## config.mk

```make
export PLATFORM = sky130hd
export DESIGN_NAME = iws_cmd_queue
export DESIGN_NICKNAME = d
export VERILOG_FILES = /design/src/rtl/core/iws_pkg.sv /design/src/rtl/core/iws_cmd_queue.sv
export SDC_FILE = /design/constraint.sdc
export NUM_CORES = 1
export LEC_CHECK = 0
export ABC_AREA = 1
export BUFFER_PORTS_ARGS = -buffer_cell sky130_fd_sc_hd__clkbuf_2
export CORE_AREA = 2 2 176 178
export CTS_BUF_LIST = sky130_fd_sc_hd__clkbuf_2 sky130_fd_sc_hd__clkbuf_4 sky130_fd_sc_hd__clkbuf_8
export DETAILED_ROUTE_END_ITERATION = 10
export DIE_AREA = 0 0 178 180
export GPL_TIMING_DRIVEN = 0
export PLACE_DENSITY = 0.67
export SYNTH_ARGS = -nofsm -noshare
export SYNTH_HDL_FRONTEND = slang
export SYNTH_SLANG_ARGS = --single-unit
```

## constraint.sdc

```tcl
create_clock -name clock -period 11.3 [get_ports clock]
set_input_delay 1.695 -clock clock [delete_from_list [all_inputs] [get_ports clock]]
set_output_delay 1.695 -clock clock [all_outputs]
set_load 0.05 [all_outputs]
```

## src/rtl/core/iws_pkg.sv

```systemverilog
// shared widths, codes, config and command types for interval window statistics
// no dependencies
`default_nettype none

package iws_pkg;

   localparam int TIME_W          = 63;
   localparam int VALUE_W         = 32;
   localparam int STAT_W          = 56;
   localparam int INTERVAL_W      = 40;
   localparam int MODE_W          = 4;
   localparam int CAP_W           = 48;
   localparam int CNT_W           = 32;
   localparam int SUM_W           = 64;
   localparam int EMIT_W          = 6;
   localparam int MAX_GAP_RECORDS = 62;
   localparam int HEADER_BYTES    = 38;
   localparam int DIV_NUM_W       = 80;
   localparam int DIV_DEN_W       = 64;
   localparam int DIV_CNT_W       = 7;
   localparam int CSR_INDEX_W     = 2;
   localparam int CSR_DATA_W      = 48;

   localparam logic [CSR_INDEX_W-1:0] CSR_INTERVAL = 2'd0;
   localparam logic [CSR_INDEX_W-1:0] CSR_MODE     = 2'd1;
   localparam logic [CSR_INDEX_W-1:0] CSR_CAPACITY = 2'd2;

   localparam logic [MODE_W-1:0] MODE_COUNT    = 4'd0;
   localparam logic [MODE_W-1:0] MODE_SUM      = 4'd1;
   localparam logic [MODE_W-1:0] MODE_CAPACITY = 4'd2;
   localparam logic [MODE_W-1:0] MODE_AVG      = 4'd3;
   localparam logic [MODE_W-1:0] MODE_MIN      = 4'd4;
   localparam logic [MODE_W-1:0] MODE_MAX      = 4'd5;
   localparam logic [MODE_W-1:0] MODE_RANGE    = 4'd6;
   localparam logic [MODE_W-1:0] MODE_USE      = 4'd7;
   localparam logic [MODE_W-1:0] MODE_FREE     = 4'd8;

   localparam logic [INTERVAL_W-1:0] INTERVAL_RESET = 40'd1000000000;
   localparam logic [CAP_W-1:0]      CAPACITY_RESET = 48'd1000000;

   localparam logic [STAT_W-1:0] STAT_POS_MAX = {1'b0, {(STAT_W-1){1'b1}}};
   localparam logic [STAT_W-1:0] STAT_NEG_MIN = {1'b1, {(STAT_W-1){1'b0}}};

   typedef struct packed {
      logic [INTERVAL_W-1:0] interval;
      logic [MODE_W-1:0]     mode;
      logic [CAP_W-1:0]      capacity;
   } cfg_type;

   // one classified sample handed from front to back
   typedef struct packed {
      logic                      time_error;
      logic                      close_old;
      logic                      close_now;
      logic                      trunc;
      logic [EMIT_W-1:0]         emit;
      logic [TIME_W-1:0]         first_end;
      logic [TIME_W-1:0]         sample_time;
      logic signed [VALUE_W-1:0] sample_value;
   } cmd_type;

   function automatic logic [INTERVAL_W-1:0] eff_interval(input logic [INTERVAL_W-1:0] iv);
      eff_interval = (iv == '0) ? INTERVAL_W'(1) : iv;
   endfunction

   function automatic logic [CAP_W-1:0] eff_capacity(input logic [CAP_W-1:0] cap);
      eff_capacity = (cap == '0) ? CAP_W'(1) : cap;
   endfunction

endpackage

`default_nettype wire

```

## src/rtl/core/iws_cmd_queue.sv

```systemverilog
// two-entry queue of classified samples between front and back
// depends on iws_pkg
`default_nettype none

module iws_cmd_queue import iws_pkg::*; (
   input  wire     clock,
   input  wire     reset,
   input  wire     push,
   input  cmd_type push_cmd,
   input  wire     pop,
   output cmd_type head,
   output logic    full,
   output logic    empty
);

   cmd_type    mem_ff [2];
   logic       wr_ptr_ff, rd_ptr_ff;
   logic [1:0] fill_ff;

   always_ff @(posedge clock) begin
      if (push) begin
         mem_ff[wr_ptr_ff] <= push_cmd;
      end
   end

   always_ff @(posedge clock) begin
      if (reset) begin
         wr_ptr_ff <= 1'b0;
         rd_ptr_ff <= 1'b0;
         fill_ff   <= '0;
      end else begin
         if (push) wr_ptr_ff <= ~wr_ptr_ff;
         if (pop)  rd_ptr_ff <= ~rd_ptr_ff;
         fill_ff <= fill_ff + 2'(push) - 2'(pop);
      end
   end

   assign head  = mem_ff[rd_ptr_ff];
   assign full  = fill_ff == 2'd2;
   assign empty = fill_ff == 2'd0;

endmodule

`default_nettype wire

```

==> flow_summary_export.csv <==
group,metric,value,unit
final_layout,area_growth,27.3,%
worst_setup_path,r2r_cells,4,
logic_synthesis,ys.warnings.count,0,
worst_setup_path,slowest_delay,0.32,ns
worst_setup_path,rrSetupSlack,9.26,ns
die,start_util,0.423,
power_and_ir_drop,leakage,6.47,nW
timing,rsz0062_at_grt,"false",
cts,h-tree-depth,2,
timing,skew,0.0157,ns
global_route,globalRouteTotalUtil,0.148,
logic_synthesis,avgSynthCellArea,23.1,µm²
timing,setup-violations-final,0,
worst_setup_path,cp-end-kind,"primary output",
final_layout,layout_common_cells,"clkbuf_2 (341), edfxtp_1 (336), mux2_4 (101)",
cts,path_clk_slew,0.05,ns
worst_setup_path,path_max_fanout,10,
place,io_buffers,341,
die,die_w,178,µm
logic_synthesis,synth_area,0.0128,mm²
worst_setup_path,worst_path_max_delay_cell,"dfxtp_1",
worst_setup_path,rr_endpoint,"mem_ff[0][83]",
global_route,grt_pass1_vias,6877,
die,die_area,0.0320,mm²
power_and_ir_drop,totalPowerFinal,3.05,mW
die,die_h,180,µm
cts,clock_sinks,341,
global_route,grt_pass1_wl,36.6,mm
die,io_pins,342,
logic_synthesis,syn_inst,554,
logic_synthesis,yosysSeqAreaShare,0.798,
route,via_per_inst,4.60,
final_layout,final_common_cell,"clkbuf_2",
cts,post_cts_buffers,0,
route,wl_met1,8.70,mm
worst_setup_path,crit_chain,"buf_6, buf_6, buf_6, mux2_4, clkbuf_2",
global_route,grt_overflow,0,
worst_setup_path,critical_path.most_common_cell,"buf_6",
cts,clk-insertion-delay-late,0.55,ns
final_layout,drive_gt1_frac,0.623,
logic_synthesis,synth.distinct_cells,14,
final_layout,fin_nets,1132,
timing,drv_slew,0,
route,top_layer,"met5",
die,core_area,0.0302,mm²
place,place_congestion,0.726,
timing,finalHoldViolations,0,
worst_setup_path,critical_path_depth,5,
logic_synthesis,synth_fp_nets,728,
timing,relSlewSlack,0.420,
cts,cts_resized,0,
place,dp.cells,1298,
worst_setup_path,cp-start-kind,"flop",
worst_setup_path,required,9.61,ns
worst_setup_path,critical_path_class,"reg2out",
die,rows,64,
cts,cts_tree,"done",
place,detailedPlacementHpwl,16.8,mm
route,drc,0,
run_status,status,"finished clean",
global_route,antenna_found_initial,3,
timing,max_freq,0.271,GHz
cts,hold_buffers,0,
timing,min_period_over_period,0.326,
final_layout,fillers,2442,
worst_setup_path,crit_end,"head[63]",
route,route.met3.wl,2.61,mm
worst_setup_path,critPathArrivalTime,1.99,ns
global_route,grt_max_degree,102,
route,finalWirelength,24.3,mm
route,wl_met2,12.2,mm
power_and_ir_drop,cellPowerDensity,188,mW/mm²
route,detail-route-antenna-nets,0,
flow_run,max_cap_violations,0,
final_layout,stdcell_area,0.0163,mm²
cts,cts_made_buffers,54,
logic_synthesis,synth_seq_cells,341,
cts,cts_root_buffer,"clkbuf_8",
timing,worstMarginPinSlew,0.867,ns
hold_path,hold_path_class,"reg2reg",
route,first_pass_iters,4,
cts,clockBufferDepth,3,
worst_setup_path,worst_r2r_startpoint,"wr_ptr_ff",
worst_setup_path,cp_num_buf_inv,4,
route,detail_route.wl_per_cell,17.4,µm
route,num_vias,6425,
route,drt_iter0_markers,320,
final_layout,layout.cells.non_filler,1397,
worst_setup_path,cp_top_family,"buffers and inverters",
timing,finalCriticalPeriod,3.69,ns
place,placed_cell_area,0.0152,mm²
power_and_ir_drop,ir_drop,0.124,mV
report_power, final:
part / switching, mW / leakage, nW / internal (mW)
clock network: 0.447 / 0.587 / 0.597
registers: 0.0149 / 3.20 / 1.47
logic: 0.357 / 2.69 / 0.167
total: 0.819 / 6.47 / 2.23
tightest hold or removal path: stages (launching register included):
cell and delay (ns):
dfxtp_1 0.32, xnor2_1 0.09, nor2_1 0.07
how the worst min path moves through the flow:
stage                   start        end  slack, ns  depth (start not counted)
floorplan           rd_ptr_ff       flop       0.48                          2
global placement    rd_ptr_ff       flop       0.50                          2
detailed placement  rd_ptr_ff  rd_ptr_ff       0.51                          2
CTS                 rd_ptr_ff  rd_ptr_ff       0.52                          2
global route        rd_ptr_ff  rd_ptr_ff       0.55                          2
finish              rd_ptr_ff  rd_ptr_ff       0.52                          2
registers in the layout, summed over array words and instances (netlist names), named ones only:
name and cells:
fill_ff 2, mem_ff 336, wr_ptr_ff 1, rd_ptr_ff 1
synth_stat cells, drive strengths merged:
| cell type | count | area (µm²) |
|---|---|---|
| dfxtp | 5 | 100 |
| buf | 19 | 189 |
| nor3 | 1 | 5.00 |
| nand2 | 4 | 15.0 |
| ha | 2 | 25.0 |
| nor2 | 8 | 30.0 |
| mux2 | 168 | 2270 |
| nand3 | 1 | 5.00 |
| a21oi | 1 | 5.00 |
| inv | 8 | 30.0 |
| xnor2 | 1 | 8.76 |
| edfxtp | 336 | 10100 |
metal layers:
| metal | vias to the layer above | global-route usage |
|---|---|---|
| met2 | 275 | 0.255 |
| met4 | 2 | 0.0548 |
| li1 | 3015 | - |
| met3 | 56 | 0.0664 |
| met1 | 3077 | 0.160 |
| met5 | - | 0 |
stage by stage:
step,setup TNS [ns],hold slack [ns],utilization,worst slack (ns)
after floorplan,0,0.480,-,1.84
after global placement,-455.78,0.497,0.496,-2.73
after detailed placement,0,0.510,0.502,7.66
after CTS,0,0.524,0.538,7.50
after global routing,0,0.549,0.538,7.50
final,0,0.515,0.539,7.61
final cells by class:
type | count | area, µm² | share of cell area
Antenna cell | 2 | 5.00 | 0.000308
Buffer | 19 | 189 | 0.0116
Clock buffer | 69 | 875 | 0.0538
Clock inverter | 28 | 225 | 0.0139
Inverter | 8 | 37.5 | 0.00231
Multi-Input combinational cell | 186 | 2370 | 0.146
Sequential cell | 341 | 10200 | 0.627
Tap cell | 396 | 495 | 0.0305
Timing Repair Buffer | 348 | 1870 | 0.115
cells by family (layout without fill, tap and decap cells):
family | after synthesis | after routing | synth area share
buffers and inverters | 27 | 472 | 0.0171
other | 0 | 2 | 0
xor gates and xnor gates | 1 | 1 | 0.000686
muxes | 168 | 168 | 0.178
and+or+nand+nor | 14 | 14 | 0.00431
adders and majority gates | 2 | 2 | 0.00196
AOI/OAI and AO/OA | 1 | 1 | 0.000391
DFF | 341 | 341 | 0.798
No activity file was read; power rests on OpenSTA's default activity.
