<file path="src/rtl/core/iws_pkg.sv">
// shared widths, codes, config and command types for interval window statistics
// no dependencies
`default_nettype none

package iws_pkg;

   localparam int TIME_W          = 63;
   localparam int VALUE_W         = 32;
   localparam int STAT_W          = 56;
   localparam int INTERVAL_W      = 40;
   localparam int MODE_W          = 4;
   localparam int CAP_W           = 48;
   localparam int CNT_W           = 32;
   localparam int SUM_W           = 64;
   localparam int EMIT_W          = 6;
   localparam int MAX_GAP_RECORDS = 62;
   localparam int HEADER_BYTES    = 38;
   localparam int DIV_NUM_W       = 80;
   localparam int DIV_DEN_W       = 64;
   localparam int DIV_CNT_W       = 7;
   localparam int CSR_INDEX_W     = 2;
   localparam int CSR_DATA_W      = 48;

   localparam logic [CSR_INDEX_W-1:0] CSR_INTERVAL = 2'd0;
   localparam logic [CSR_INDEX_W-1:0] CSR_MODE     = 2'd1;
   localparam logic [CSR_INDEX_W-1:0] CSR_CAPACITY = 2'd2;

   localparam logic [MODE_W-1:0] MODE_COUNT    = 4'd0;
   localparam logic [MODE_W-1:0] MODE_SUM      = 4'd1;
   localparam logic [MODE_W-1:0] MODE_CAPACITY = 4'd2;
   localparam logic [MODE_W-1:0] MODE_AVG      = 4'd3;
   localparam logic [MODE_W-1:0] MODE_MIN      = 4'd4;
   localparam logic [MODE_W-1:0] MODE_MAX      = 4'd5;
   localparam logic [MODE_W-1:0] MODE_RANGE    = 4'd6;
   localparam logic [MODE_W-1:0] MODE_USE      = 4'd7;
   localparam logic [MODE_W-1:0] MODE_FREE     = 4'd8;

   localparam logic [INTERVAL_W-1:0] INTERVAL_RESET = 40'd1000000000;
   localparam logic [CAP_W-1:0]      CAPACITY_RESET = 48'd1000000;

   localparam logic [STAT_W-1:0] STAT_POS_MAX = {1'b0, {(STAT_W-1){1'b1}}};
   localparam logic [STAT_W-1:0] STAT_NEG_MIN = {1'b1, {(STAT_W-1){1'b0}}};

   typedef struct packed {
      logic [INTERVAL_W-1:0] interval;
      logic [MODE_W-1:0]     mode;
      logic [CAP_W-1:0]      capacity;
   } cfg_type;

   // one classified sample handed from front to back
   typedef struct packed {
      logic                      time_error;
      logic                      close_old;
      logic                      close_now;
      logic                      trunc;
      logic [EMIT_W-1:0]         emit;
      logic [TIME_W-1:0]         first_end;
      logic [TIME_W-1:0]         sample_time;
      logic signed [VALUE_W-1:0] sample_value;
   } cmd_type;

   function automatic logic [INTERVAL_W-1:0] eff_interval(input logic [INTERVAL_W-1:0] iv);
      eff_interval = (iv == '0) ? INTERVAL_W'(1) : iv;
   endfunction

   function automatic logic [CAP_W-1:0] eff_capacity(input logic [CAP_W-1:0] cap);
      eff_capacity = (cap == '0) ? CAP_W'(1) : cap;
   endfunction

endpackage

`default_nettype wire

</file>
<file path="src/rtl/core/iws_channels.sv">
// valid/ready channel interfaces for sample words and result words
// depends on iws_pkg
`default_nettype none

interface iws_req_if import iws_pkg::*; ();
   logic                      valid;
   logic                      ready;
   logic [TIME_W-1:0]         sample_time;
   logic signed [VALUE_W-1:0] sample_value;
   modport source (output valid, sample_time, sample_value, input ready);
   modport sink (input valid, sample_time, sample_value, output ready);
endinterface


`default_nettype wire

</file>
<file path="src/rtl/core/iws_divider.sv">
// radix-2 restoring divider, one quotient bit per cycle
// depends on iws_pkg
`default_nettype none

module iws_divider import iws_pkg::*; (
   input  wire                  clock,
   input  wire                  reset,
   input  wire                  start,
   input  wire [DIV_NUM_W-1:0]  num,
   input  wire [DIV_DEN_W-1:0]  den,
   output logic                 done,
   output logic [DIV_NUM_W-1:0] quo,
   output logic [DIV_DEN_W-1:0] rem
);

   logic                 active_ff, done_ff;
   logic [DIV_CNT_W-1:0] count_ff;
   logic [DIV_NUM_W-1:0] num_ff, quo_ff;
   logic [DIV_DEN_W-1:0] den_ff;
   logic [DIV_DEN_W:0]   rem_ff;
   logic [DIV_DEN_W:0]   shifted, diff;
   logic                 ge;

   always_comb begin
      shifted = {rem_ff[DIV_DEN_W-1:0], num_ff[DIV_NUM_W-1]};
      diff    = shifted - {1'b0, den_ff};
      ge      = shifted >= {1'b0, den_ff};
   end

   always_ff @(posedge clock) begin
      if (reset) begin
         active_ff <= 1'b0;
         done_ff   <= 1'b0;
      end else begin
         done_ff <= active_ff && !start && (count_ff == DIV_CNT_W'(1));
         if (start) begin
            active_ff <= 1'b1;
            count_ff  <= DIV_CNT_W'(DIV_NUM_W);
            num_ff    <= num;
            den_ff    <= den;
            rem_ff    <= '0;
            quo_ff    <= '0;
         end else if (active_ff) begin
            num_ff   <= {num_ff[DIV_NUM_W-2:0], 1'b0};
            rem_ff   <= ge ? diff : shifted;
            quo_ff   <= {quo_ff[DIV_NUM_W-2:0], ge};
            count_ff <= count_ff - DIV_CNT_W'(1);
            if (count_ff == DIV_CNT_W'(1)) begin
               active_ff <= 1'b0;
            end
         end
      end
   end

   assign done = done_ff;
   assign quo  = quo_ff;
   assign rem  = rem_ff[DIV_DEN_W-1:0];

endmodule

`default_nettype wire

</file>
<file path="src/rtl/core/iws_front.sv">
// front end: accepts samples, tracks the window start, classifies each sample
// depends on iws_pkg, iws_channels, iws_divider
`default_nettype none

module iws_front import iws_pkg::*; (
   input  wire      clock,
   input  wire      reset,
   input  cfg_type  cfg,
   iws_req_if.sink  req,
   output cmd_type  cmd,
   output logic     push,
   input  wire      full
);

   typedef enum logic [2:0] {F_IDLE, F_CLASSIFY, F_DIVIDE, F_CHECK, F_PUSH} front_state_type;

   front_state_type           state_ff;
   logic [TIME_W-1:0]         time_ff, ws_ff, wsn_ff;
   logic signed [VALUE_W-1:0] value_ff;
   cmd_type                   cmd_ff;

   logic [INTERVAL_W-1:0] iv;
   logic                  div_start, div_done;
   logic [DIV_NUM_W-1:0]  div_quo;
   logic [DIV_DEN_W-1:0]  div_rem;
   logic [TIME_W:0]       dm1, ws_end, wsn_end;
   logic                  div_trunc;

   always_comb begin
      iv        = eff_interval(cfg.interval);
      dm1       = {1'b0, time_ff} - {1'b0, ws_ff} - (TIME_W+1)'(1);
      ws_end    = {1'b0, ws_ff} + (TIME_W+1)'(iv);
      wsn_end   = {1'b0, wsn_ff} + (TIME_W+1)'(iv);
      div_start = (state_ff == F_CLASSIFY) && (time_ff > ws_ff);
      div_trunc = div_quo > DIV_NUM_W'(MAX_GAP_RECORDS + 1);
   end

   iws_divider u_div (
      .clock (clock),
      .reset (reset),
      .start (div_start),
      .num   (DIV_NUM_W'(dm1)),
      .den   (DIV_DEN_W'(iv)),
      .done  (div_done),
      .quo   (div_quo),
      .rem   (div_rem)
   );

   always_ff @(posedge clock) begin
      if (reset) begin
         state_ff <= F_IDLE;
         ws_ff    <= '0;
      end else begin
         unique case (state_ff)
            F_IDLE: begin
               if (req.valid) begin
                  time_ff  <= req.sample_time;
                  value_ff <= req.sample_value;
                  state_ff <= F_CLASSIFY;
               end
            end
            F_CLASSIFY: begin
               cmd_ff.first_end    <= ws_end[TIME_W-1:0];
               cmd_ff.sample_time  <= time_ff;
               cmd_ff.sample_value <= value_ff;
               cmd_ff.close_old    <= 1'b0;
               cmd_ff.close_now    <= 1'b0;
               cmd_ff.trunc        <= 1'b0;
               cmd_ff.emit         <= '0;
               cmd_ff.time_error   <= time_ff < ws_ff;
               wsn_ff              <= ws_ff;
               if (time_ff < ws_ff) begin
                  state_ff <= F_PUSH;
               end else if (time_ff == ws_ff) begin
                  state_ff <= F_CHECK;
               end else begin
                  state_ff <= F_DIVIDE;
               end
            end
            F_DIVIDE: begin
               if (div_done) begin
                  if (div_quo != '0) begin
                     cmd_ff.close_old <= 1'b1;
                     cmd_ff.trunc     <= div_trunc;
                     cmd_ff.emit      <= div_trunc ? EMIT_W'(MAX_GAP_RECORDS)
                                                   : EMIT_W'(div_quo[EMIT_W-1:0] - EMIT_W'(1));
                     wsn_ff <= time_ff - TIME_W'(1) - TIME_W'(div_rem[INTERVAL_W-1:0]);
                  end
                  state_ff <= F_CHECK;
               end
            end
            F_CHECK: begin
               // sample right on the window end closes that window
               cmd_ff.close_now <= wsn_end == {1'b0, time_ff};
               ws_ff            <= (wsn_end == {1'b0, time_ff}) ? time_ff : wsn_ff;
               state_ff         <= F_PUSH;
            end
            F_PUSH: begin
               if (!full) begin
                  state_ff <= F_IDLE;
               end
            end
            default: state_ff <= F_IDLE;
         endcase
      end
   end

   assign req.ready = (state_ff == F_IDLE);
   assign push      = (state_ff == F_PUSH) && !full;
   assign cmd       = cmd_ff;

endmodule

`default_nettype wire

</file>
<file path="src/flat_wrapper.sv">
// flat-port wrapper written by rule: the top's interface ports become plain ports
module iws_front_flat import iws_pkg::*;
  (clock, reset, cfg, cmd, push, full, req_valid, req_sample_time, req_sample_value, req_ready);
  iws_req_if req_i ();
  input  wire clock;
  input  wire reset;
  input  cfg_type cfg;
  output cmd_type cmd;
  output logic push;
  input  wire full;
  input wire logic [$bits(req_i.valid)-1:0] req_valid;
  input wire logic [$bits(req_i.sample_time)-1:0] req_sample_time;
  input wire logic [$bits(req_i.sample_value)-1:0] req_sample_value;
  output wire logic [$bits(req_i.ready)-1:0] req_ready;
  assign req_i.valid = req_valid;
  assign req_i.sample_time = req_sample_time;
  assign req_i.sample_value = req_sample_value;
  assign req_ready = req_i.ready;
  iws_front u_core (.clock(clock), .reset(reset), .cfg(cfg), .req(req_i), .cmd(cmd), .push(push), .full(full));
endmodule
</file>
<file path="config.mk">
export PLATFORM = sky130hd
export DESIGN_NAME = iws_front_flat
export DESIGN_NICKNAME = d
export VERILOG_FILES = /design/src/rtl/core/iws_pkg.sv /design/src/rtl/core/iws_channels.sv /design/src/rtl/core/iws_divider.sv /design/src/rtl/core/iws_front.sv /design/src/flat_wrapper.sv
export SDC_FILE = /design/constraint.sdc
export NUM_CORES = 2
export LEC_CHECK = 0
export BUFFER_PORTS_ARGS = -buffer_cell sky130_fd_sc_hd__buf_2
export CELL_PAD_IN_SITES_DETAIL_PLACEMENT = 1
export CELL_PAD_IN_SITES_GLOBAL_PLACEMENT = 1
export CORE_MARGIN = 5
export CORE_UTILIZATION = 40
export DETAILED_ROUTE_END_ITERATION = 8
export GPL_TIMING_DRIVEN = 0
export PLACE_DENSITY_LB_ADDON = 0.1
export SLEW_MARGIN = 20
export SYNTH_ARGS = -nofsm -noshare
export SYNTH_HDL_FRONTEND = slang
export SYNTH_HIERARCHICAL = 1
export SYNTH_SLANG_ARGS = --single-unit
export TNS_END_PERCENT = 20
</file>
<file path="constraint.sdc">
create_clock -name clock -period 19.4 [get_ports clock]
set_input_delay 0.97 -clock clock [delete_from_list [all_inputs] [get_ports clock]]
set_output_delay 0.97 -clock clock [all_outputs]
set_load 0.02 [all_outputs]
</file>
==> impl_metrics.toml <==
[run_status]
outcome = "finished clean"

[finish]
fillers = 12278
regArea_sq_mm = 0.0200
syn2layout_area_growth_pct = 15.6
post-route-util_pct = 46.7
final_cell_mix = "edfxtp_1 (621), buf_2 (353), nor2_1 (331)"
multi_input_area_sq_mm = 0.0221
fin_nets = 5285
drive_gt1_share_pct = 14.7
final_common_cell = "edfxtp_1"

[clock_tree]
h-tree-depth = 3
cts_sinks = 689
clock_latency_ns = 0.68
clock_path_buffers = 3
cts_resized = 0
cts_tree = "built"
clk_pin_slew_worst_paths_ns = 0.06
holdBufCountCts = 0
cts_made_buffers = 83
cts_root_buf = "clkbuf_16"
post_cts.repair.setup_buffers = 0

[floorplanning]
die_h_um = 342
fp-row-count = 121
dieArea_sq_mm = 0.117
die_w_um = 342
ioPinCount = 361
core-area_sq_mm = 0.109
initial_core_util_pct = 40.4

[timing]
rsz0062_at_grt = "no"
fin_setup_tns_ns = 0
max_slew_margin_pct = 22.9
hold_viol = 0
drv_slew = 0
tightest_slew_ns = 1.16
max_freq_mhz = 126
period_minus_slack_ns = 7.93
setup_violations = 0
skew_ns = 0.0335
period_share_pct = 40.9

[setup_path]
worstSetupPathType = "reg -> reg"
cp_max_fo = 19
worstPathRequired_ns = 19.79
cp-end-kind = "flip-flop"
crit_arrival_ns = 8.32
critPathLaunchType = "flip-flop"

[synthesis]
yosysWarnings = 6
yosysUniqueCellTypes = 120
synth_area_sq_mm = 0.0441
ys.flop_type = "edfxtp_1"
synth_area_per_cell_sq_um = 10.1
ys_seq_area_share_pct = 45.4
synthArstFlopShare_pct = 0
ys_seq_elements = 689
synth_cells = 4372
synth_edf_count = 621

[route]
vias_per_cell = 5.73
wl_per_cell_um = 25.4
drc_errors = 0
drt_iter0_drc = 2362
via_count = 36575
first_pass_iters = 7
ant_nets = 0
wl_um = 162000

[worst_hold_path]
hp-class = "reg -> reg"

[power]
power_frac_comb_pct = 18.4
power_frac_clock_pct = 38.4
p_switching_mw = 1.17
p_leak_nw = 19.2
p_per_area_mw_per_mm2 = 79.5
seqPwrFrac_pct = 43.2
total_power_mw = 4.05
p_sw_share_pct = 29.0
p_int_mw = 2.88
vdd_drop_max_v = 0.0000671

[place]
dp_hpwl_um = 128000
gp_congestion = 0.992
placement.io_buffers = 308

[flow_run]
drv_cap = 0

[global_route]
grt_use_total_pct = 26.7
grt_pass1_vias = 38038
antenna_found_initial = 2
grt_pass1_wl_um = 238000
grt_max_degree = 50
grt_overflow = 0
final cells by class:
type                    count  area share, %
flip-flops and latches    689           39.2
well taps                1476           3.62
plain buffers             242           2.58
diodes                      1        0.00491
multi-input cells        3244           43.3
repair buffers            341           4.17
clock inverters            54           1.07
clock buffers              98           4.23
inverters                 236           1.74
Yosys cell counts, types with 51 or more instances:
cell      count  area [sq um]
xor2_1      102           893
a31oi_1      53           332
inv_1       236           886
nor2_1      333          1250
clkbuf_1    150           563
o21ai_1      74           370
nor3_1       75           375
a21oi_1     280          1400
a311oi_1     77           674
nand2_1     286          1070
a21o_1      161          1210
o21ai_0     205          1030
edfxtp_1    621         18600
nor4_1       68           425
mux2_2       83           935
xnor2_1     209          1830
nor2b_1     112           701
nand3_1     150           751
and3_1       51           319
nand4_1      87           544
ha_1        252          3150
dfxtp_1      68          1360
worst max-delay path: stages (launching register included):
cell and delay (ns):
edfxtp_1 0.52, ha_1 0.34, clkbuf_1 0.32, a21o_1 0.17
a21o_1 0.14, a21o_1 0.12, a21o_1 0.16, a21oi_1 0.09
a21o_1 0.19, o21ai_0 0.32, a21oi_1 0.18, o41ai_1 0.79
a21o_1 0.28, inv_1 0.10, nor4b_1 0.31, clkbuf_2 0.65
clkbuf_1 0.50, clkbuf_1 0.69, nor2_1 0.19, nor2_4 0.50
buf_16 0.23, buf_16 0.17, buf_16 0.17, buf_16 0.17
buf_16 0.16, buf_16 0.16
power by group through the flow:
stage | logic, mW | registers (mW) | clock network [mW]
floorplan | 0.476 | 1.79 | 0
global route | 0.804 | 1.76 | 1.67
finish | 0.744 | 1.75 | 1.56
global placement | 0.705 | 1.81 | 0
detailed placement | 0.735 | 1.78 | 0
CTS | 0.739 | 1.75 | 1.60
logic make-up (layout without fill, tap and decap cells):
| logic type | Yosys count | count (layout) | share of synthesized area [%] |
|---|---|---|---|
| XOR/XNOR | 311 | 311 | 6.18 |
| adder cells (fa/ha/maj) | 257 | 257 | 7.38 |
| flip-flops | 689 | 689 | 45.4 |
| AO/OA/AOI/OAI | 1178 | 1178 | 17.6 |
| AND/OR/NAND/NOR | 1330 | 1330 | 15.3 |
| multiplexers | 128 | 128 | 3.14 |
| buffers and inverters | 478 | 971 | 4.98 |
| other | 1 | 41 | 0.00850 |
flip-flops by register name, summed over array words and instances (netlist names), 7 cells and up:
name / cells
u_core/value_ff: 32
u_core/time_ff: 63
u_core/u_div/rem_ff: 64
u_core/cmd: 168
u_core/u_div/quo: 80
u_core/wsn_ff: 63
u_core/u_div/count_ff: 7
u_core/u_div/den_ff: 64
u_core/u_div/num_ff: 80
u_core/ws_ff: 63
per-layer routing:
layer	global-route usage, %	part of all wire [%]	vias up
met5	0	0.0080	-
met4	11.2	4.8	2
met1	34.0	43	18245
met2	46.0	48	848
met3	3.31	4.0	277
li1	-	-	17203
final timing paths:
kind / startpoint / endpoint / slack [ns] / depth (start not counted)
worst max register to register: u_core/time_ff[33] / u_core/u_div/quo[27] / 11.47 / 25
worst min-delay path: u_core/value_ff[26] / u_core/cmd[26] / 0.42 / 0
worst max-delay path: u_core/time_ff[33] / u_core/u_div/quo[27] / 11.47 / 25
worst min register to register: u_core/value_ff[26] / u_core/cmd[26] / 0.42 / 0
metrics by stage:
step / instance area, sq um / instances / hold slack (ns) / worst slack, ns
after global routing: 51000 / 6380 / 0.421 / 11.15
after detailed placement: 48300 / 6228 / 0.406 / 11.32
after global placement: 47600 / 6195 / 0.400 / -3.04
final: 51000 / 6381 / 0.417 / 11.47
after CTS: 51000 / 6380 / 0.417 / 11.49
after floorplan: 44300 / 4411 / 0.400 / 5.33
No activity file was read; power rests on OpenSTA's default activity.
