===== config.mk =====
export PLATFORM = sky130hd
export DESIGN_NAME = iws_back_flat
export DESIGN_NICKNAME = d
export VERILOG_FILES = /design/src/rtl/core/iws_pkg.sv /design/src/rtl/core/iws_channels.sv /design/src/rtl/core/iws_divider.sv /design/src/rtl/core/iws_back.sv /design/src/flat_wrapper.sv
export SDC_FILE = /design/constraint.sdc
export NUM_CORES = 2
export LEC_CHECK = 0
export BUFFER_PORTS_ARGS = -buffer_cell sky130_fd_sc_hd__buf_4
export CAP_MARGIN = 20
export CORE_MARGIN = 5
export CORE_UTILIZATION = 40
export DETAILED_ROUTE_END_ITERATION = 10
export PLACE_DENSITY = 0.58
export SYNTH_ARGS = -nofsm -noshare
export SYNTH_HDL_FRONTEND = slang
export SYNTH_SLANG_ARGS = --single-unit

===== constraint.sdc =====
create_clock -name clock -period 20.1 [get_ports clock]
set_input_delay 1.005 -clock clock [delete_from_list [all_inputs] [get_ports clock]]
set_output_delay 1.005 -clock clock [all_outputs]
set_load 0.02 [all_outputs]

===== src/rtl/core/iws_pkg.sv =====
// shared widths, codes, config and command types for interval window statistics
// no dependencies
`default_nettype none

package iws_pkg;

   localparam int TIME_W          = 63;
   localparam int VALUE_W         = 32;
   localparam int STAT_W          = 56;
   localparam int INTERVAL_W      = 40;
   localparam int MODE_W          = 4;
   localparam int CAP_W           = 48;
   localparam int CNT_W           = 32;
   localparam int SUM_W           = 64;
   localparam int EMIT_W          = 6;
   localparam int MAX_GAP_RECORDS = 62;
   localparam int HEADER_BYTES    = 38;
   localparam int DIV_NUM_W       = 80;
   localparam int DIV_DEN_W       = 64;
   localparam int DIV_CNT_W       = 7;
   localparam int CSR_INDEX_W     = 2;
   localparam int CSR_DATA_W      = 48;

   localparam logic [CSR_INDEX_W-1:0] CSR_INTERVAL = 2'd0;
   localparam logic [CSR_INDEX_W-1:0] CSR_MODE     = 2'd1;
   localparam logic [CSR_INDEX_W-1:0] CSR_CAPACITY = 2'd2;

   localparam logic [MODE_W-1:0] MODE_COUNT    = 4'd0;
   localparam logic [MODE_W-1:0] MODE_SUM      = 4'd1;
   localparam logic [MODE_W-1:0] MODE_CAPACITY = 4'd2;
   localparam logic [MODE_W-1:0] MODE_AVG      = 4'd3;
   localparam logic [MODE_W-1:0] MODE_MIN      = 4'd4;
   localparam logic [MODE_W-1:0] MODE_MAX      = 4'd5;
   localparam logic [MODE_W-1:0] MODE_RANGE    = 4'd6;
   localparam logic [MODE_W-1:0] MODE_USE      = 4'd7;
   localparam logic [MODE_W-1:0] MODE_FREE     = 4'd8;

   localparam logic [INTERVAL_W-1:0] INTERVAL_RESET = 40'd1000000000;
   localparam logic [CAP_W-1:0]      CAPACITY_RESET = 48'd1000000;

   localparam logic [STAT_W-1:0] STAT_POS_MAX = {1'b0, {(STAT_W-1){1'b1}}};
   localparam logic [STAT_W-1:0] STAT_NEG_MIN = {1'b1, {(STAT_W-1){1'b0}}};

   typedef struct packed {
      logic [INTERVAL_W-1:0] interval;
      logic [MODE_W-1:0]     mode;
      logic [CAP_W-1:0]      capacity;
   } cfg_type;

   // one classified sample handed from front to back
   typedef struct packed {
      logic                      time_error;
      logic                      close_old;
      logic                      close_now;
      logic                      trunc;
      logic [EMIT_W-1:0]         emit;
      logic [TIME_W-1:0]         first_end;
      logic [TIME_W-1:0]         sample_time;
      logic signed [VALUE_W-1:0] sample_value;
   } cmd_type;

   function automatic logic [INTERVAL_W-1:0] eff_interval(input logic [INTERVAL_W-1:0] iv);
      eff_interval = (iv == '0) ? INTERVAL_W'(1) : iv;
   endfunction

   function automatic logic [CAP_W-1:0] eff_capacity(input logic [CAP_W-1:0] cap);
      eff_capacity = (cap == '0) ? CAP_W'(1) : cap;
   endfunction

endpackage

`default_nettype wire


===== src/rtl/core/iws_channels.sv =====
// valid/ready channel interfaces for sample words and result words
// depends on iws_pkg
`default_nettype none


interface iws_rsp_if import iws_pkg::*; ();
   logic                     valid;
   logic                     ready;
   logic [TIME_W-1:0]        window_end_time;
   logic signed [STAT_W-1:0] stat_value;
   logic                     is_gap_fill;
   logic                     gap_truncated;
   logic                     time_error;
   logic                     last_of_run;
   modport source (output valid, window_end_time, stat_value, is_gap_fill, gap_truncated,
                   time_error, last_of_run, input ready);
   modport sink (input valid, window_end_time, stat_value, is_gap_fill, gap_truncated,
                 time_error, last_of_run, output ready);
endinterface

`default_nettype wire


===== src/rtl/core/iws_divider.sv =====
// radix-2 restoring divider, one quotient bit per cycle
// depends on iws_pkg
`default_nettype none

module iws_divider import iws_pkg::*; (
   input  wire                  clock,
   input  wire                  reset,
   input  wire                  start,
   input  wire [DIV_NUM_W-1:0]  num,
   input  wire [DIV_DEN_W-1:0]  den,
   output logic                 done,
   output logic [DIV_NUM_W-1:0] quo,
   output logic [DIV_DEN_W-1:0] rem
);

   logic                 active_ff, done_ff;
   logic [DIV_CNT_W-1:0] count_ff;
   logic [DIV_NUM_W-1:0] num_ff, quo_ff;
   logic [DIV_DEN_W-1:0] den_ff;
   logic [DIV_DEN_W:0]   rem_ff;
   logic [DIV_DEN_W:0]   shifted, diff;
   logic                 ge;

   always_comb begin
      shifted = {rem_ff[DIV_DEN_W-1:0], num_ff[DIV_NUM_W-1]};
      diff    = shifted - {1'b0, den_ff};
      ge      = shifted >= {1'b0, den_ff};
   end

   always_ff @(posedge clock) begin
      if (reset) begin
         active_ff <= 1'b0;
         done_ff   <= 1'b0;
      end else begin
         done_ff <= active_ff && !start && (count_ff == DIV_CNT_W'(1));
         if (start) begin
            active_ff <= 1'b1;
            count_ff  <= DIV_CNT_W'(DIV_NUM_W);
            num_ff    <= num;
            den_ff    <= den;
            rem_ff    <= '0;
            quo_ff    <= '0;
         end else if (active_ff) begin
            num_ff   <= {num_ff[DIV_NUM_W-2:0], 1'b0};
            rem_ff   <= ge ? diff : shifted;
            quo_ff   <= {quo_ff[DIV_NUM_W-2:0], ge};
            count_ff <= count_ff - DIV_CNT_W'(1);
            if (count_ff == DIV_CNT_W'(1)) begin
               active_ff <= 1'b0;
            end
         end
      end
   end

   assign done = done_ff;
   assign quo  = quo_ff;
   assign rem  = rem_ff[DIV_DEN_W-1:0];

endmodule

`default_nettype wire


===== src/rtl/core/iws_back.sv =====
// back end: window accumulators, statistic unit and result register
// depends on iws_pkg, iws_channels, iws_divider
`default_nettype none

module iws_back import iws_pkg::*; (
   input  wire       clock,
   input  wire       reset,
   input  cfg_type   cfg,
   input  cmd_type   head,
   input  wire       empty,
   output logic      pop,
   iws_rsp_if.source rsp
);

   typedef enum logic [3:0] {
      B_IDLE, B_ERR_OUT, B_STAT_A, B_STAT_B, B_STAT_C, B_STAT_WAIT, B_STAT_FIX,
      B_OLD_OUT, B_GAP_OUT, B_ADD, B_NOW_OUT
   } back_state_type;

   back_state_type            state_ff;
   cmd_type                   cmd_ff;
   logic                      phase_now_ff;
   logic [CNT_W-1:0]          count_ff;
   logic signed [SUM_W-1:0]   sum_ff;
   logic signed [VALUE_W-1:0] min_ff, max_ff;
   logic                      sneg_ff, neg_ff;
   logic [SUM_W-1:0]          smag_ff;
   logic [CNT_W+5:0]          hdr_ff;
   logic [DIV_NUM_W-1:0]      part_ff, num_ff;
   logic [DIV_DEN_W-1:0]      den_ff;
   logic [STAT_W-1:0]         stat_ff;
   logic [TIME_W-1:0]         gap_end_ff;
   logic [EMIT_W-1:0]         idx_ff;

   logic                     rsp_valid_ff, rsp_gap_ff, rsp_trunc_ff, rsp_err_ff, rsp_last_ff;
   logic [TIME_W-1:0]        rsp_end_ff;
   logic [STAT_W-1:0]        rsp_stat_ff;

   logic [INTERVAL_W-1:0] iv;
   logic                  out_free;
   logic                  word_load;
   logic [SUM_W-1:0]      smag;
   logic [STAT_W-1:0]     direct_stat;
   logic                  need_div;
   logic [VALUE_W:0]      span;
   logic [SUM_W-1:0]      dmag;
   logic                  dneg;
   logic                  div_start, div_done;
   logic [DIV_NUM_W-1:0]  div_quo;
   logic [DIV_DEN_W-1:0]  div_rem;
   logic [DIV_NUM_W:0]    qr;
   logic [STAT_W-1:0]     ratio_stat;
   logic signed [STAT_W+1:0] free_val;
   logic signed [SUM_W-1:0]  sum_add, vext;
   logic                  sum_ovf, last_gap;
   back_state_type        stat_done_state;

   always_comb begin
      iv        = eff_interval(cfg.interval);
      out_free  = !rsp_valid_ff || rsp.ready;
      word_load = out_free && ((state_ff == B_ERR_OUT) || (state_ff == B_OLD_OUT) ||
                               (state_ff == B_GAP_OUT) || (state_ff == B_NOW_OUT));
      smag     = sum_ff[SUM_W-1] ? (SUM_W'(0) - sum_ff) : sum_ff;
      span     = {max_ff[VALUE_W-1], max_ff} - {min_ff[VALUE_W-1], min_ff};
      stat_done_state = phase_now_ff ? B_NOW_OUT : B_OLD_OUT;

      // statistics that need no divide
      direct_stat = '0;
      need_div    = 1'b0;
      if (count_ff != '0) begin
         unique case (cfg.mode)
            MODE_COUNT: direct_stat = STAT_W'({count_ff, 8'b0});
            MODE_SUM: begin
               if (!sum_ff[SUM_W-1] && (sum_ff[SUM_W-2:47] != '0)) begin
                  direct_stat = STAT_POS_MAX;
               end else if (sum_ff[SUM_W-1] && !(&sum_ff[SUM_W-2:47])) begin
                  direct_stat = STAT_NEG_MIN;
               end else begin
                  direct_stat = {sum_ff[47:0], 8'b0};
               end
            end
            MODE_MIN:   direct_stat = {{16{min_ff[VALUE_W-1]}}, min_ff, 8'b0};
            MODE_MAX:   direct_stat = {{16{max_ff[VALUE_W-1]}}, max_ff, 8'b0};
            MODE_RANGE: direct_stat = {{15{span[VALUE_W]}}, span, 8'b0};
            MODE_CAPACITY, MODE_AVG, MODE_USE, MODE_FREE: need_div = 1'b1;
            default: direct_stat = '0;
         endcase
      end

      // header-overhead denominator
      if (!sneg_ff) begin
         dmag = smag_ff + SUM_W'(hdr_ff);
         dneg = 1'b0;
      end else if (smag_ff > SUM_W'(hdr_ff)) begin
         dmag = smag_ff - SUM_W'(hdr_ff);
         dneg = 1'b1;
      end else begin
         dmag = SUM_W'(hdr_ff) - smag_ff;
         dneg = 1'b0;
      end

      // round half away from zero, then saturate
      qr = {1'b0, div_quo} + (DIV_NUM_W+1)'(div_rem >= (den_ff - div_rem));
      if (!neg_ff) begin
         ratio_stat = (qr > (DIV_NUM_W+1)'(STAT_POS_MAX)) ? STAT_POS_MAX : qr[STAT_W-1:0];
      end else begin
         ratio_stat = (qr > (DIV_NUM_W+1)'(STAT_NEG_MIN)) ? STAT_NEG_MIN
                                                          : STAT_W'(0) - qr[STAT_W-1:0];
      end
      free_val = (STAT_W+2)'(25600) - {{2{stat_ff[STAT_W-1]}}, stat_ff};

      vext    = SUM_W'(signed'(cmd_ff.sample_value));
      sum_add = sum_ff + vext;
      sum_ovf = (vext[SUM_W-1] == sum_ff[SUM_W-1]) && (sum_add[SUM_W-1] != sum_ff[SUM_W-1]);

      last_gap  = (idx_ff == cmd_ff.emit - EMIT_W'(1)) && !cmd_ff.close_now;
      div_start = state_ff == B_STAT_C;
      pop       = (state_ff == B_IDLE) && !empty;
   end

   iws_divider u_div (
      .clock (clock),
      .reset (reset),
      .start (div_start),
      .num   (num_ff),
      .den   (den_ff),
      .done  (div_done),
      .quo   (div_quo),
      .rem   (div_rem)
   );

   always_ff @(posedge clock) begin
      if (reset) begin
         state_ff     <= B_IDLE;
         rsp_valid_ff <= 1'b0;
         count_ff     <= '0;
         sum_ff       <= '0;
         min_ff       <= {1'b0, {(VALUE_W-1){1'b1}}};
         max_ff       <= {1'b1, {(VALUE_W-1){1'b0}}};
      end else begin
         if (rsp.ready && !word_load) rsp_valid_ff <= 1'b0;
         unique case (state_ff)
            B_IDLE: begin
               if (!empty) begin
                  cmd_ff       <= head;
                  phase_now_ff <= 1'b0;
                  if (head.time_error)     state_ff <= B_ERR_OUT;
                  else if (head.close_old) state_ff <= B_STAT_A;
                  else                     state_ff <= B_ADD;
               end
            end
            B_ERR_OUT: begin
               if (out_free) begin
                  rsp_valid_ff <= 1'b1;
                  rsp_end_ff   <= cmd_ff.first_end;
                  rsp_stat_ff  <= '0;
                  rsp_gap_ff   <= 1'b0;
                  rsp_trunc_ff <= 1'b0;
                  rsp_err_ff   <= 1'b1;
                  rsp_last_ff  <= 1'b1;
                  state_ff     <= B_IDLE;
               end
            end
            B_STAT_A: begin
               sneg_ff <= sum_ff[SUM_W-1];
               smag_ff <= smag;
               hdr_ff  <= (CNT_W+6)'(count_ff) * (CNT_W+6)'(HEADER_BYTES);
               part_ff <= (cfg.mode == MODE_AVG) ? (DIV_NUM_W'(smag) << 8)
                        : (DIV_NUM_W'(smag) << 14) + (DIV_NUM_W'(smag) << 13);
               stat_ff <= direct_stat;
               state_ff <= need_div ? B_STAT_B : stat_done_state;
            end
            B_STAT_B: begin
               // 25600 = 2^14 + 2^13 + 2^10
               num_ff <= (cfg.mode == MODE_AVG) ? part_ff
                                                : part_ff + (DIV_NUM_W'(smag_ff) << 10);
               priority if (cfg.mode == MODE_AVG) begin
                  den_ff   <= DIV_DEN_W'(count_ff);
                  neg_ff   <= sneg_ff;
                  state_ff <= B_STAT_C;
               end else if (cfg.mode == MODE_CAPACITY) begin
                  den_ff <= dmag;
                  neg_ff <= sneg_ff ^ dneg;
                  if (dmag == '0) begin
                     stat_ff  <= '0;
                     state_ff <= stat_done_state;
                  end else begin
                     state_ff <= B_STAT_C;
                  end
               end else begin
                  den_ff   <= DIV_DEN_W'(eff_capacity(cfg.capacity));
                  neg_ff   <= sneg_ff;
                  state_ff <= B_STAT_C;
               end
            end
            B_STAT_C: state_ff <= B_STAT_WAIT;
            B_STAT_WAIT: begin
               if (div_done) begin
                  stat_ff  <= ratio_stat;
                  state_ff <= B_STAT_FIX;
               end
            end
            B_STAT_FIX: begin
               if (cfg.mode == MODE_FREE) begin
                  stat_ff <= (free_val > $signed({2'b0, STAT_POS_MAX})) ? STAT_POS_MAX
                                                                        : free_val[STAT_W-1:0];
               end
               state_ff <= stat_done_state;
            end
            B_OLD_OUT: begin
               if (out_free) begin
                  rsp_valid_ff <= 1'b1;
                  rsp_end_ff   <= cmd_ff.first_end;
                  rsp_stat_ff  <= stat_ff;
                  rsp_gap_ff   <= 1'b0;
                  rsp_err_ff   <= 1'b0;
                  rsp_last_ff  <= (cmd_ff.emit == '0) && !cmd_ff.close_now;
                  rsp_trunc_ff <= (cmd_ff.emit == '0) && !cmd_ff.close_now && cmd_ff.trunc;
                  count_ff     <= '0;
                  sum_ff       <= '0;
                  min_ff       <= {1'b0, {(VALUE_W-1){1'b1}}};
                  max_ff       <= {1'b1, {(VALUE_W-1){1'b0}}};
                  gap_end_ff   <= cmd_ff.first_end;
                  idx_ff       <= '0;
                  state_ff     <= (cmd_ff.emit == '0) ? B_ADD : B_GAP_OUT;
               end
            end
            B_GAP_OUT: begin
               if (out_free) begin
                  rsp_valid_ff <= 1'b1;
                  rsp_end_ff   <= TIME_W'({1'b0, gap_end_ff} + (TIME_W+1)'(iv));
                  gap_end_ff   <= TIME_W'({1'b0, gap_end_ff} + (TIME_W+1)'(iv));
                  rsp_stat_ff  <= '0;
                  rsp_gap_ff   <= 1'b1;
                  rsp_err_ff   <= 1'b0;
                  rsp_last_ff  <= last_gap;
                  rsp_trunc_ff <= last_gap && cmd_ff.trunc;
                  idx_ff       <= idx_ff + EMIT_W'(1);
                  if (idx_ff == cmd_ff.emit - EMIT_W'(1)) state_ff <= B_ADD;
               end
            end
            B_ADD: begin
               sum_ff <= sum_ovf ? (vext[SUM_W-1] ? {1'b1, {(SUM_W-1){1'b0}}}
                                                  : {1'b0, {(SUM_W-1){1'b1}}})
                                 : sum_add;
               if (count_ff != '1) count_ff <= count_ff + CNT_W'(1);
               if (cmd_ff.sample_value < min_ff) min_ff <= cmd_ff.sample_value;
               if (cmd_ff.sample_value > max_ff) max_ff <= cmd_ff.sample_value;
               phase_now_ff <= 1'b1;
               state_ff     <= cmd_ff.close_now ? B_STAT_A : B_IDLE;
            end
            B_NOW_OUT: begin
               if (out_free) begin
                  rsp_valid_ff <= 1'b1;
                  rsp_end_ff   <= cmd_ff.sample_time;
                  rsp_stat_ff  <= stat_ff;
                  rsp_gap_ff   <= 1'b0;
                  rsp_err_ff   <= 1'b0;
                  rsp_last_ff  <= 1'b1;
                  rsp_trunc_ff <= cmd_ff.trunc;
                  count_ff     <= '0;
                  sum_ff       <= '0;
                  min_ff       <= {1'b0, {(VALUE_W-1){1'b1}}};
                  max_ff       <= {1'b1, {(VALUE_W-1){1'b0}}};
                  state_ff     <= B_IDLE;
               end
            end
            default: state_ff <= B_IDLE;
         endcase
      end
   end

   assign rsp.valid           = rsp_valid_ff;
   assign rsp.window_end_time = rsp_end_ff;
   assign rsp.stat_value      = rsp_stat_ff;
   assign rsp.is_gap_fill     = rsp_gap_ff;
   assign rsp.gap_truncated   = rsp_trunc_ff;
   assign rsp.time_error      = rsp_err_ff;
   assign rsp.last_of_run     = rsp_last_ff;

endmodule

`default_nettype wire


===== src/flat_wrapper.sv =====
// flat-port wrapper written by rule: the top's interface ports become plain ports
module iws_back_flat import iws_pkg::*;
  (clock, reset, cfg, head, empty, pop, rsp_valid, rsp_window_end_time, rsp_stat_value, rsp_is_gap_fill, rsp_gap_truncated, rsp_time_error, rsp_last_of_run, rsp_ready);
  iws_rsp_if rsp_i ();
  input  wire clock;
  input  wire reset;
  input  cfg_type cfg;
  input  cmd_type head;
  input  wire empty;
  output logic pop;
  output wire logic [$bits(rsp_i.valid)-1:0] rsp_valid;
  output wire logic [$bits(rsp_i.window_end_time)-1:0] rsp_window_end_time;
  output wire logic [$bits(rsp_i.stat_value)-1:0] rsp_stat_value;
  output wire logic [$bits(rsp_i.is_gap_fill)-1:0] rsp_is_gap_fill;
  output wire logic [$bits(rsp_i.gap_truncated)-1:0] rsp_gap_truncated;
  output wire logic [$bits(rsp_i.time_error)-1:0] rsp_time_error;
  output wire logic [$bits(rsp_i.last_of_run)-1:0] rsp_last_of_run;
  input wire logic [$bits(rsp_i.ready)-1:0] rsp_ready;
  assign rsp_valid = rsp_i.valid;
  assign rsp_window_end_time = rsp_i.window_end_time;
  assign rsp_stat_value = rsp_i.stat_value;
  assign rsp_is_gap_fill = rsp_i.is_gap_fill;
  assign rsp_gap_truncated = rsp_i.gap_truncated;
  assign rsp_time_error = rsp_i.time_error;
  assign rsp_last_of_run = rsp_i.last_of_run;
  assign rsp_i.ready = rsp_ready;
  iws_back u_core (.clock(clock), .reset(reset), .cfg(cfg), .head(head), .empty(empty), .pop(pop), .rsp(rsp_i));
endmodule

==> results.json <==
{
  "finClkSkew_ns": 0.0757,
  "fillers": 20800,
  "port_buffers": 388,
  "yosysMostFrequentCell": "edfxtp_1",
  "yosys.area.top_type": "edfxtp_1",
  "worst_pin_slew_ns": 1.28,
  "reg2reg_to": "u_core.stat_ff[1]$_DFFE_PP_",
  "powerDensity_nw_per_um2": 67.8,
  "track_usage": 0.256,
  "rrSetupSlack_ns": 7.10,
  "cts_setup_buffers": 0,
  "place_congestion": 0.962,
  "drcViolationCount": 0,
  "grt_pass1_wl_um": 447000,
  "timing.setup.tns_ns": 0,
  "die_area_um2": 226000,
  "cts_hold_buf": 0,
  "die-height_um": 476,
  "gr-usage-met3": 0.0468,
  "die_w_um": 476,
  "synth_xor_xnor_area_share": 0.0674,
  "grtUsageMet2": 0.412,
  "reg2regPathDepth": 44,
  "synth_top_family_by_area": "compound AO/OA/AOI/OAI gates",
  "first_pass_iters": 7,
  "clock_sinks": 1179,
  "synth_seq_cells": 1179,
  "synth-simple-area-share": 0.182,
  "setup_viol": 0,
  "synth_compound_area_frac": 0.188,
  "synth_top_cell_area_share": 0.350,
  "syn_nets": 10600,
  "pre_cts_ws_ns": 7.35,
  "power_mw": 6.62,
  "busiest_layer": "met2",
  "status": "finished clean",
  "min_from": "head[19]",
  "cts_tree": "yes",
  "synthesis.area_um2": 86800,
  "r2r_start": "u_core.den_ff[0]$_DFFE_PP_",
  "fin_cells": 12800,
  "layout.nets": 10900,
  "min_path_cells": 1,
  "ant_nets": 0,
  "ys_async_sr_fraction": 0,
  "setup_slack_ns": 7.10,
  "synthAdderAreaFrac": 0.111,
  "hold_path_class": "input pin to register",
  "critical_path_required_ns": 20.77,
  "setup.worst_path.start": "u_core.den_ff[0]$_DFFE_PP_",
  "critPathMaxStageDelay_ns": 1.00,
  "clock_tree.buffer_depth": 3,
  "synth_ff_type": "edfxtp_1",
  "core_um2": 217000,
  "drt_iter0_drc": 6716,
  "synth_area_leaders": "edfxtp_1 (35%), ha_1 (10%), a21oi_1 (4.7%)",
  "rows": 171,
  "use_met1": 0.338,
  "regArea_um2": 33700,
  "critPathKind": "register to register",
  "multiInputGateArea_um2": 49400,
  "grt.overflow.total": 0,
  "drive_gt1_frac": 0.0856,
  "antenna_found_initial": 42,
  "wl_per_cell_um": 23.4,
  "cts_buffers": 144,
  "ios": 389,
  "ys.warnings.count": 0,
  "crit_arrival_ns": 13.68,
  "ir_worst_vdd_v": 0.0000847,
  "routed_wirelength_um": 300000,
  "clock.fmax_mhz": 76.9,
  "viasPerCell": 5.84,
  "vias": 75000,
  "ys_seq_area_frac": 0.389,
  "cts-htree-levels": 4,
  "cpMaxStageDelayCell": "o21ai_1",
  "slew_headroom": 0.144,
  "synth_mux_area_frac": 0.0183,
  "cts_root_buf": "clkbuf_16",
  "area_delta_synth_final_pct": 12.7,
  "hpwlAfterDp_um": 231000,
  "worst_setup_path_end_kind": "register",
  "finalCriticalPeriod_ns": 13.00,
  "ys_types": 116,
  "syn_avg_cell_area_um2": 9.02,
  "crit_fanout": 17,
  "whs_endpoint": "u_core.cmd_ff[19]$_DFFE_PP_",
  "rsz0062_at_grt": "no",
  "hold_viol_final": 0,
  "cap_violations": 0,
  "period_share": 0.647,
  "synth_edf_count": 1012,
  "critPathLaunchType": "register",
  "slew_viol_final": 0,
  "synth_common_cells": "edfxtp_1 (1012), nand2_1 (984), a21oi_1 (812)",
  "clk_latency_ns": 0.83,
  "postSynthCellCount": 9618,
  "cts-resized-gates": 0,
  "clkSlewWorstSetupHoldPaths_ns": 0.06,
  "dp.cells": 12500,
  "grt_start_max_net_pins": 98,
  "start_util": 0.401,
  "p_leak_nw": 40.3,
  "grt_pass1_vias": 71400
}
cell usage in the layout, fill, tap and decap left out, types with 144 or more instances in the layout:
cell type / Yosys / final
mux2i_1: 144 / 144
and2_1: 172 / 172
edfxtp_1: 1012 / 1012
buf_4: 2 / 481
a21o_1: 296 / 296
xnor2_1: 433 / 433
dfxtp_1: 167 / 165
nand4_1: 158 / 158
clkbuf_16: 0 / 144
xor2_1: 235 / 235
nand3_1: 253 / 253
nand2_1: 984 / 980
a21oi_1: 812 / 808
ha_1: 709 / 709
inv_1: 606 / 606
nor3_1: 191 / 185
o21ai_0: 617 / 613
nor2_1: 749 / 738
where the power goes:
group / internal (mW) / switching [mW] / leakage [nW]
sequential: 2.79 / 0.0942 / 10.6
clock: 1.61 / 1.17 / 2.42
combinational: 0.359 / 0.595 / 27.3
metrics by stage:
step	area, µm²	hold slack (ns)	utilization
6_report	97800	0.344	0.451
2_1_floorplan	86800	0.400	-
3_5_place_dp	92600	0.412	0.428
5_1_grt	97700	0.300	0.451
3_3_place_gp	92600	0.414	0.428
4_1_cts	97700	0.287	0.451
per-layer routing:
layer | wire length, µm | vias up
met5 | 190 | -
met1 | 128000 | 36300
met4 | 14600 | 30
met2 | 137000 | 2618
met3 | 20800 | 613
li1 | - | 35400
cell families (layout without fill, tap and decap cells):
family,count (synthesis),in the layout
other,0,23
XOR/XNOR,668,668
flip-flops,1179,1179
buffers and inverters,1021,1358
multiplexers,157,157
adder cells (fa/ha/maj),748,748
AND/OR/NAND/NOR,3240,3240
AO/OA/AOI/OAI,2605,2605
final cells by class:
class | instances | share of cell area
diodes | 23 | 0.000589
clock buffers | 167 | 0.0382
clock inverters | 96 | 0.0135
inverters | 608 | 0.0233
multi-input cells | 7418 | 0.505
flip-flops and latches | 1179 | 0.345
well taps | 2854 | 0.0365
repair buffers | 487 | 0.0379
critical path: cells and delay by family, from the launching register on:
| kind | cells | cell delay (ns) |
|---|---|---|
| flops | 1 | 0.41 |
| fa+ha+maj | 5 | 1.59 |
| buf+inv | 3 | 0.54 |
| mux | 1 | 0.37 |
| xor+xnor | 1 | 0.09 |
| simple gates | 17 | 5.10 |
| compound gates | 17 | 4.74 |
how the worst max path moves through the flow:
| stage | endpoint | slack [ns] | depth (start not counted) |
|---|---|---|---|
| 5_1_grt | u_core.stat_ff[1]$_DFFE_PP_ | 6.21 | 41 |
| 2_1_floorplan | u_core.u_div.count_ff[0]$_SDFFCE_PP0P_ | 8.41 | 4 |
| 3_5_place_dp | u_core.stat_ff[1]$_DFFE_PP_ | 7.35 | 44 |
| 4_1_cts | u_core.stat_ff[1]$_DFFE_PP_ | 7.36 | 42 |
| 6_report | u_core.stat_ff[1]$_DFFE_PP_ | 7.10 | 44 |
| 3_3_place_gp | u_core.stat_ff[1]$_DFFE_PP_ | 7.47 | 44 |
flip-flops by register name, summed over array words and instances, names as in the netlist, 37 cells and up:
signal / cells
u_core.den_ff: 64
u_core.gap_end_ff: 63
u_core.smag_ff: 64
u_core.stat_ff: 56
u_core.hdr_ff: 37
u_core.u_div.num_ff: 72
u_core.rsp.stat_value: 56
u_core.rsp.window_end_time: 63
u_core.u_div.rem_ff: 64
u_core.u_div.den_ff: 64
u_core.cmd_ff: 166
u_core.part_ff: 71
u_core.num_ff: 72
u_core.u_div.quo: 80
u_core.sum_ff: 64
(Power assumes the default switching activity.)
